<file path="src/rtl/rpds_pkg.sv">
// shared types, constants and the popcount helper of the row profile score block
// no dependencies
package rpds_pkg;

  localparam int unsigned REG_W     = 14;
  localparam int unsigned WORD_W    = 32;
  localparam int unsigned SCORE_W   = 39;
  localparam int unsigned TDATA_O_W = 40;
  localparam int unsigned LANE_SH   = 5;
  localparam int unsigned POP_W     = 6;

  localparam logic [LANE_SH-1:0] LANE_LAST = 5'd31;
  localparam logic [SCORE_W-1:0] SCORE_MAX = {SCORE_W{1'b1}};

  typedef logic [0:0] cfg_idx_t;
  localparam cfg_idx_t CFG_IMAGE_WIDTH  = 1'b0;
  localparam cfg_idx_t CFG_IMAGE_HEIGHT = 1'b1;

  typedef struct packed {
    logic first_row;
    logic last_row;
  } row_flags_t;

  function automatic logic [POP_W-1:0] count_ones(input logic [WORD_W-1:0] v);
    logic [POP_W-1:0] n;
    n = '0;
    for (int i = 0; i < WORD_W; i++) begin
      n = n + POP_W'(v[i]);
    end
    return n;
  endfunction

endpackage

</file>
<file path="src/rtl/rpds_row_count.sv">
// input register, masked popcount and per-row black pixel count
// depends on rpds_pkg
module rpds_row_count
  import rpds_pkg::*;
#(
  parameter int unsigned MAX_WIDTH  = 8192,
  parameter int unsigned MAX_HEIGHT = 8192,
  parameter int unsigned CNT_W      = 14
) (
  input  logic              clk_i,
  input  logic              rst_ni,
  input  logic              en_i,
  input  logic              in_valid_i,
  input  logic [WORD_W-1:0] in_word_i,
  input  logic [REG_W-1:0]  width_i,
  input  logic [REG_W-1:0]  height_i,
  output logic              row_valid_o,
  output logic [CNT_W-1:0]  row_count_o,
  output row_flags_t        row_flags_o
);

  localparam int unsigned LW_RAW = $clog2(MAX_WIDTH + 1);
  localparam int unsigned LW     = (LW_RAW > REG_W) ? LW_RAW : REG_W;
  localparam int unsigned LH_RAW = $clog2(MAX_HEIGHT + 1);
  localparam int unsigned LH     = (LH_RAW > REG_W) ? LH_RAW : REG_W;
  localparam int unsigned WP_RAW = $clog2((MAX_WIDTH + 31) / 32);
  localparam int unsigned WP_W   = (WP_RAW > 1) ? WP_RAW : 1;
  localparam int unsigned RP_W   = $clog2(MAX_HEIGHT);

  logic              in_valid_q;
  logic [WORD_W-1:0] in_word_q;
  logic [WP_W-1:0]   word_pos_q, word_pos_d;
  logic [RP_W-1:0]   row_pos_q, row_pos_d;
  logic [CNT_W-1:0]  row_cnt_q, row_cnt_d;
  logic              row_valid_q;
  logic [CNT_W-1:0]  row_count_q;
  row_flags_t        row_flags_q;

  logic [LW-1:0]      w_ext, w_eff, w_m1, last_word;
  logic [LH-1:0]      h_ext, h_eff;
  logic [LANE_SH-1:0] shift;
  logic [WORD_W-1:0]  mask, sel_mask;
  logic               last_word_now, last_row_now;
  logic [CNT_W-1:0]   count_sum;

  always_comb begin
    w_ext = LW'(width_i);
    h_ext = LH'(height_i);
    priority if (width_i == '0) begin
      w_eff = LW'(1);
    end else if (w_ext > LW'(MAX_WIDTH)) begin
      w_eff = LW'(MAX_WIDTH);
    end else begin
      w_eff = w_ext;
    end
    priority if (height_i == '0) begin
      h_eff = LH'(1);
    end else if (h_ext > LH'(MAX_HEIGHT)) begin
      h_eff = LH'(MAX_HEIGHT);
    end else begin
      h_eff = h_ext;
    end
    w_m1          = w_eff - LW'(1);
    last_word     = w_m1 >> LANE_SH;
    shift         = LANE_LAST - w_m1[LANE_SH-1:0];
    mask          = {WORD_W{1'b1}} << shift;
    last_word_now = LW'(word_pos_q) >= last_word;
    last_row_now  = LH'(row_pos_q) >= (h_eff - LH'(1));
    sel_mask      = last_word_now ? mask : {WORD_W{1'b1}};
    count_sum     = row_cnt_q + CNT_W'(count_ones(in_word_q & sel_mask));
  end

  always_comb begin
    word_pos_d = word_pos_q;
    row_pos_d  = row_pos_q;
    row_cnt_d  = row_cnt_q;
    if (en_i && in_valid_q) begin
      if (last_word_now) begin
        word_pos_d = '0;
        row_cnt_d  = '0;
        row_pos_d  = last_row_now ? '0 : row_pos_q + RP_W'(1);
      end else begin
        word_pos_d = word_pos_q + WP_W'(1);
        row_cnt_d  = count_sum;
      end
    end
  end

  always_ff @(posedge clk_i or negedge rst_ni) begin
    if (!rst_ni) begin
      in_valid_q  <= 1'b0;
      row_valid_q <= 1'b0;
      word_pos_q  <= '0;
      row_pos_q   <= '0;
      row_cnt_q   <= '0;
    end else begin
      word_pos_q <= word_pos_d;
      row_pos_q  <= row_pos_d;
      row_cnt_q  <= row_cnt_d;
      if (en_i) begin
        in_valid_q  <= in_valid_i;
        row_valid_q <= in_valid_q && last_word_now;
      end
    end
  end

  always_ff @(posedge clk_i) begin
    if (en_i && in_valid_i) begin
      in_word_q <= in_word_i;
    end
    if (en_i && in_valid_q && last_word_now) begin
      row_count_q           <= count_sum;
      row_flags_q.first_row <= (row_pos_q == '0);
      row_flags_q.last_row  <= last_row_now;
    end
  end

  assign row_valid_o = row_valid_q;
  assign row_count_o = row_count_q;
  assign row_flags_o = row_flags_q;

endmodule

</file>
<file path="src/rtl/rpds_diff_sq.sv">
// row-to-row count difference and its square
// depends on rpds_pkg
module rpds_diff_sq
  import rpds_pkg::*;
#(
  parameter int unsigned CNT_W = 14
) (
  input  logic               clk_i,
  input  logic               rst_ni,
  input  logic               en_i,
  input  logic               row_valid_i,
  input  logic [CNT_W-1:0]   row_count_i,
  input  row_flags_t         row_flags_i,
  output logic               sq_valid_o,
  output logic [2*CNT_W-1:0] sq_o,
  output row_flags_t         sq_flags_o
);

  logic [CNT_W-1:0]   prev_q, prev_d;
  logic               sq_valid_q;
  logic [2*CNT_W-1:0] sq_q;
  row_flags_t         sq_flags_q;
  logic [CNT_W-1:0]   diff;

  always_comb begin
    diff   = (row_count_i >= prev_q) ? (row_count_i - prev_q) : (prev_q - row_count_i);
    prev_d = prev_q;
    if (en_i && row_valid_i) begin
      prev_d = row_flags_i.last_row ? '0 : row_count_i;
    end
  end

  always_ff @(posedge clk_i or negedge rst_ni) begin
    if (!rst_ni) begin
      prev_q     <= '0;
      sq_valid_q <= 1'b0;
    end else begin
      prev_q <= prev_d;
      if (en_i) begin
        sq_valid_q <= row_valid_i;
      end
    end
  end

  always_ff @(posedge clk_i) begin
    if (en_i && row_valid_i) begin
      sq_q       <= (2*CNT_W)'(diff) * (2*CNT_W)'(diff);
      sq_flags_q <= row_flags_i;
    end
  end

  assign sq_valid_o = sq_valid_q;
  assign sq_o       = sq_q;
  assign sq_flags_o = sq_flags_q;

endmodule

</file>
<file path="src/rtl/rpds_score_acc.sv">
// saturating score accumulator and result register
// depends on rpds_pkg
module rpds_score_acc
  import rpds_pkg::*;
#(
  parameter int unsigned SQ_W = 28
) (
  input  logic               clk_i,
  input  logic               rst_ni,
  input  logic               en_i,
  input  logic               sq_valid_i,
  input  logic [SQ_W-1:0]    sq_i,
  input  row_flags_t         sq_flags_i,
  input  logic               out_ready_i,
  output logic               out_valid_o,
  output logic [SCORE_W-1:0] score_o
);

  logic [SCORE_W-1:0] score_q, score_d;
  logic               out_valid_q, out_valid_d;
  logic [SCORE_W-1:0] out_score_q;
  logic [SCORE_W:0]   sum;
  logic [SCORE_W-1:0] sat;
  logic               take;

  always_comb begin
    take = en_i && sq_valid_i;
    sum  = {1'b0, score_q} + (sq_flags_i.first_row ? '0 : (SCORE_W+1)'(sq_i));
    sat  = (sum > {1'b0, SCORE_MAX}) ? SCORE_MAX : sum[SCORE_W-1:0];
    score_d     = score_q;
    out_valid_d = out_valid_q && !out_ready_i;
    if (take) begin
      score_d = sq_flags_i.last_row ? '0 : sat;
      if (sq_flags_i.last_row) begin
        out_valid_d = 1'b1;
      end
    end
  end

  always_ff @(posedge clk_i or negedge rst_ni) begin
    if (!rst_ni) begin
      score_q     <= '0;
      out_valid_q <= 1'b0;
    end else begin
      score_q     <= score_d;
      out_valid_q <= out_valid_d;
    end
  end

  always_ff @(posedge clk_i) begin
    if (take && sq_flags_i.last_row) begin
      out_score_q <= sat;
    end
  end

  assign out_valid_o = out_valid_q;
  assign score_o     = out_score_q;

endmodule

</file>
<file path="src/rtl/row_profile_difference_score_top.sv">
// top level of the row profile difference score block
// depends on rpds_pkg, rpds_row_count, rpds_diff_sq and rpds_score_acc
//
// channel  direction  handshake               payload
// s_axis   in         tvalid / tready         tdata[31:0] = pixel_word
// m_axis   out        tvalid / tready         tdata[38:0] = score, bit 39 zero
// cfg      in         cfg_valid / cfg_ready   cfg_index (0 width, 1 height), cfg_data
//
// one item per cycle while s_axis_tready is high; the score of an image passes
// through the input, row count and square stages into the result register
// reset sets width and height to 8192 and clears all counters and the running score
// s_axis_tready drops only while a finished score waits in the result register
// and the next image's score is ready to enter it
module row_profile_difference_score_top
  import rpds_pkg::*;
#(
  parameter int unsigned MAX_WIDTH  = 8192,
  parameter int unsigned MAX_HEIGHT = 8192
) (
  input  logic                 clk_i,
  input  logic                 rst_ni,
  input  logic                 s_axis_tvalid,
  output logic                 s_axis_tready,
  input  logic [WORD_W-1:0]    s_axis_tdata,   // pixel_word
  output logic                 m_axis_tvalid,
  input  logic                 m_axis_tready,
  output logic [TDATA_O_W-1:0] m_axis_tdata,   // score, zero pad
  input  logic                 cfg_valid_i,
  output logic                 cfg_ready_o,
  input  cfg_idx_t             cfg_index_i,
  input  logic [REG_W-1:0]     cfg_data_i
);

  localparam int unsigned CNT_W = $clog2(32 * ((MAX_WIDTH + 31) / 32) + 1);
  localparam int unsigned SQ_W  = 2 * CNT_W;

  logic [REG_W-1:0]   width_q, height_q;
  logic               en;
  logic               row_valid;
  logic [CNT_W-1:0]   row_count;
  row_flags_t         row_flags;
  logic               sq_valid;
  logic [SQ_W-1:0]    sq;
  row_flags_t         sq_flags;
  logic [SCORE_W-1:0] score;
  logic               score_ends;

  assign cfg_ready_o = 1'b1;

  always_ff @(posedge clk_i or negedge rst_ni) begin
    if (!rst_ni) begin
      width_q  <= REG_W'(8192);
      height_q <= REG_W'(8192);
    end else if (cfg_valid_i && cfg_ready_o) begin
      unique case (cfg_index_i)
        CFG_IMAGE_WIDTH:  width_q  <= cfg_data_i;
        CFG_IMAGE_HEIGHT: height_q <= cfg_data_i;
        default: ;
      endcase
    end
  end

  assign score_ends    = sq_valid && sq_flags.last_row;
  assign en            = !(m_axis_tvalid && !m_axis_tready && score_ends);
  assign s_axis_tready = en;
  assign m_axis_tdata  = TDATA_O_W'(score);

  rpds_row_count #(
    .MAX_WIDTH  (MAX_WIDTH),
    .MAX_HEIGHT (MAX_HEIGHT),
    .CNT_W      (CNT_W)
  ) u_row_count (
    .clk_i       (clk_i),
    .rst_ni      (rst_ni),
    .en_i        (en),
    .in_valid_i  (s_axis_tvalid),
    .in_word_i   (s_axis_tdata),
    .width_i     (width_q),
    .height_i    (height_q),
    .row_valid_o (row_valid),
    .row_count_o (row_count),
    .row_flags_o (row_flags)
  );

  rpds_diff_sq #(
    .CNT_W (CNT_W)
  ) u_diff_sq (
    .clk_i       (clk_i),
    .rst_ni      (rst_ni),
    .en_i        (en),
    .row_valid_i (row_valid),
    .row_count_i (row_count),
    .row_flags_i (row_flags),
    .sq_valid_o  (sq_valid),
    .sq_o        (sq),
    .sq_flags_o  (sq_flags)
  );

  rpds_score_acc #(
    .SQ_W (SQ_W)
  ) u_score_acc (
    .clk_i       (clk_i),
    .rst_ni      (rst_ni),
    .en_i        (en),
    .sq_valid_i  (sq_valid),
    .sq_i        (sq),
    .sq_flags_i  (sq_flags),
    .out_ready_i (m_axis_tready),
    .out_valid_o (m_axis_tvalid),
    .score_o     (score)
  );

`ifndef NO_ASSERTIONS
  a_stall_only_on_pending: assert property (@(posedge clk_i) disable iff (!rst_ni)
    !s_axis_tready |-> (m_axis_tvalid && !m_axis_tready && score_ends))
    else $error("input stalled without a blocked score");

  a_image_end_emits: assert property (@(posedge clk_i) disable iff (!rst_ni)
    (score_ends && en) |=> m_axis_tvalid)
    else $error("image end did not load the result register");

  a_taken_clears: assert property (@(posedge clk_i) disable iff (!rst_ni)
    (m_axis_tvalid && m_axis_tready && !(score_ends && en)) |=> !m_axis_tvalid)
    else $error("score presented twice");

  a_pad_zero: assert property (@(posedge clk_i) disable iff (!rst_ni)
    m_axis_tvalid |-> (m_axis_tdata[TDATA_O_W-1] == 1'b0))
    else $error("score pad bit set");
`endif

endmodule
</file>
<file path="config.mk">
export PLATFORM = sky130hd
export DESIGN_NAME = row_profile_difference_score_top
export DESIGN_NICKNAME = d
export VERILOG_FILES = /design/src/rtl/rpds_pkg.sv /design/src/rtl/rpds_row_count.sv /design/src/rtl/rpds_diff_sq.sv /design/src/rtl/rpds_score_acc.sv /design/src/rtl/row_profile_difference_score_top.sv
export SDC_FILE = /design/constraint.sdc
export NUM_CORES = 1
export LEC_CHECK = 0
export BUFFER_PORTS_ARGS = -buffer_cell sky130_fd_sc_hd__clkbuf_2
export CAP_MARGIN = 40
export CORE_UTILIZATION = 31
export DETAILED_ROUTE_END_ITERATION = 10
export GPL_TIMING_DRIVEN = 0
export PLACE_DENSITY = 0.54
export REMOVE_ABC_BUFFERS = 1
export SLEW_MARGIN = 20
export SYNTH_ARGS = -nofsm -noshare
export SYNTH_HDL_FRONTEND = slang
export SYNTH_HIERARCHICAL = 1
export SYNTH_SLANG_ARGS = --single-unit
</file>
<file path="constraint.sdc">
create_clock -name clk_i -period 9.55 [get_ports clk_i]
set_input_delay 1.91 -clock clk_i [delete_from_list [all_inputs] [get_ports clk_i]]
set_output_delay 1.91 -clock clk_i [all_outputs]
set_load 0.02 [all_outputs]
</file>
==> flow_summary.toml <==
[floorplanning]
core_area_um2 = 64800
die_h_um = 259
die_x_um = 259
ios = 95
die_area_um2 = 67000
start_util_pct = 31.6
fp-row-count = 93

[cts]
cts.sinks = 236
cts_buffer_depth = 3
htree_levels = 1
cts_buffers = 27
cts_tree = "yes"
path_clk_slew_ns = 0.07
cts-root-buf = "clkbuf_16"
ctsHoldBuffers = 0
clk_latency_ns = 0.56

[placement]
port-buffer-count = 92
place_congestion = 0.859
place_ws_ns = -0.115
place_hpwl_mm = 37.1

[setup_path]
critPathRequiredTime_ns = 9.84
slowest_delay_ns = 0.55
crit_type = "reg -> reg"
cp-start-kind = "register"
end_kind = "register"
cp.arrival_ns = 9.46
crit_slowest_cell = "fa_1"
cp_max_fo = 18
path_common_cell = "fa_1"

[sta]
fmax_mhz = 109
slew_headroom_pct = 42.0
fin_crit_ns = 9.17
hold_violations = 0
worst_hold_slack_ns = 0.486
final_max_slew_viol_count = 0
final.setup.tns_ns = 0
setup_slack_ns = 0.383
tightest_slew_ns = 0.867
fin_crit_sh_pct = 96.0
clock_skew_ns = 0.0187
finalSetupViolCount = 0

[synthesis]
synth.area.mux_share_pct = 2.89
synth_compound_area_share_pct = 15.4
synthAdderAreaFrac_pct = 25.6
synth_area_um2 = 20500
yosys.area_share.simple_pct = 13.3
yosysWarnings = 6
synth_xor_area_share_pct = 4.13
seq_area_frac_synth_pct = 31.7
ys.flop_type = "dfrtp_1"
ys_ff_latch = 236
synth_top_family_by_area = "adder cells"
syn_inst = 2084
ys_types = 95
synth.avg_cell_area_um2 = 9.82
synth_edf_count = 116
async_flop_share_pct = 50.8

[cells_and_area]
nFillCells = 6541
drive_above_1_share_pct = 12.3
mostFrequentLayoutCell = "inv_1"
final_nets = 2541
antennaDiodeCount = 0
final_cell_mix = "inv_1, nand2_1, ha_1"
syn2layout_area_growth_pct = 11.9

[route]
vias = 15100
ant_nets = 0
firstDrtPassIters = 5
drc = 0
drtIter0Drc = 676
vias_per_cell = 4.99
wire_per_inst_um = 15.7
drt_wl_total_mm = 47.7

[grt]
gr-usage-all-layers_pct = 14.3
grt_max_degree = 82
antenna_found_initial = 0
grt_pass1_vias = 15600
grt_overflow = 0
grt_pass1_wl_mm = 79.1

[flow_run]
cap_violations = 0

[worst_hold_path]
hold_class = "reg -> reg"

[outcome]
status = "finished, final reports clean"
==> path summary, 6_finish.rpt <==
kind                                                 start                  endpoint  slack [ns]  cells after the start
max in group asynchronous                           rst_ni               width_q[13]        7.46                      2
worst max register to register  u_row_count/row_count_o[0]        u_diff_sq/sq_o[25]        0.38                     32
min in group asynchronous                           rst_ni   u_score_acc/score_q[33]        1.30                      1
worst max-delay path            u_row_count/row_count_o[0]        u_diff_sq/sq_o[25]        0.38                     32
worst min register to register    u_row_count/row_cnt_q[4]  u_row_count/row_cnt_q[4]        0.49                      2
worst min-delay path              u_row_count/row_cnt_q[4]  u_row_count/row_cnt_q[4]        0.49                      2
==> worst max-delay path: cells and delay by family, from the launching register on <==
family / cells / cell delay, ns
fa+ha+maj: 9 / 4.03
compound gates: 11 / 2.54
xor+xnor: 2 / 0.46
buf+inv: 7 / 0.63
simple gates: 3 / 0.85
flops: 1 / 0.40
==> through the flow <==
step	area, um2	std cells	utilization (%)
2_1_floorplan	20100	2009	-
3_3_place_gp	21600	2956	33.4
3_5_place_dp	21800	2967	33.7
4_1_cts	22700	3017	35.0
5_1_grt	22900	3034	35.3
6_report	22900	3034	35.3
==> routing by layer <==
layer  vias up  wire [um]  GRT usage (%)
met1      7427      21200           17.7
met2       284      23900           26.1
met3        68       1540           1.67
met4         0       1050           3.50
li1       7357          -              -
met5         -          0              0
==> what timing repair did <==
item | in CTS | in global routing
gates resized for setup | 1 | 15
pin swaps | 0 | 2
setup buffers | 0 | 14
endpoints found under the setup margin | 1 | 27
==> flip-flops by register name, summed over array words and instances, names as in the netlist <==
name                     flops
u_row_count/in_word_q       32
u_row_count/row_cnt_q       14
u_diff_sq/prev_q            14
u_score_acc/out_valid_o      1
u_row_count/row_count_o     14
u_row_count/row_flags_o      2
u_score_acc/score_o         39
u_row_count/word_pos_q       8
u_diff_sq/sq_flags_o         2
u_row_count/in_valid_q       1
u_row_count/row_pos_q       13
u_diff_sq/sq_valid_o         1
u_row_count/row_valid_o      1
u_score_acc/score_q         39
height_q                    14
width_q                     14
u_diff_sq/sq_o              27
==> cell usage after synthesis (all sizes together) (23+ instances only) <==
| cell type | n | area, um2 |
|---|---|---|
| nand2 | 194 | 741 |
| inv | 280 | 1050 |
| xor2 | 38 | 348 |
| ha | 185 | 2310 |
| nor2 | 116 | 440 |
| o31ai | 24 | 185 |
| clkbuf | 52 | 195 |
| o21ai | 98 | 505 |
| mux2 | 36 | 484 |
| a21o | 43 | 323 |
| nor2b | 42 | 263 |
| fa | 146 | 2920 |
| edfxtp | 116 | 3480 |
| dfrtp | 118 | 2950 |
| nor3 | 32 | 165 |
| xnor2 | 52 | 497 |
| buf | 23 | 158 |
| a22o | 33 | 289 |
| a31oi | 23 | 156 |
| and3 | 23 | 144 |
| a21oi | 111 | 556 |
| nand3 | 44 | 233 |
==> layout make-up <==
class	instances	area, um2	area share, %
multi-input cells	1492	12700	55.4
flip-flops and latches	236	6490	28.3
well taps	855	1070	4.67
inverters	281	1060	4.64
clock buffers	39	772	3.37
repair buffers	120	766	3.34
clock inverters	11	65.1	0.284
==> kinds of logic (layout without fill, tap and decap cells) <==
group,after synthesis,in the layout
and+or+nand+nor,558,558
AOI/OAI and AO/OA,465,465
buffers and inverters,356,451
adders and majority gates,331,331
DFF,236,236
xor gates and xnor gates,90,90
muxes,45,45
other,3,3
Power is left out: the tool's default activity adds up to more than one toggle a clock period on the data nets, which glitch-free logic cannot reach.
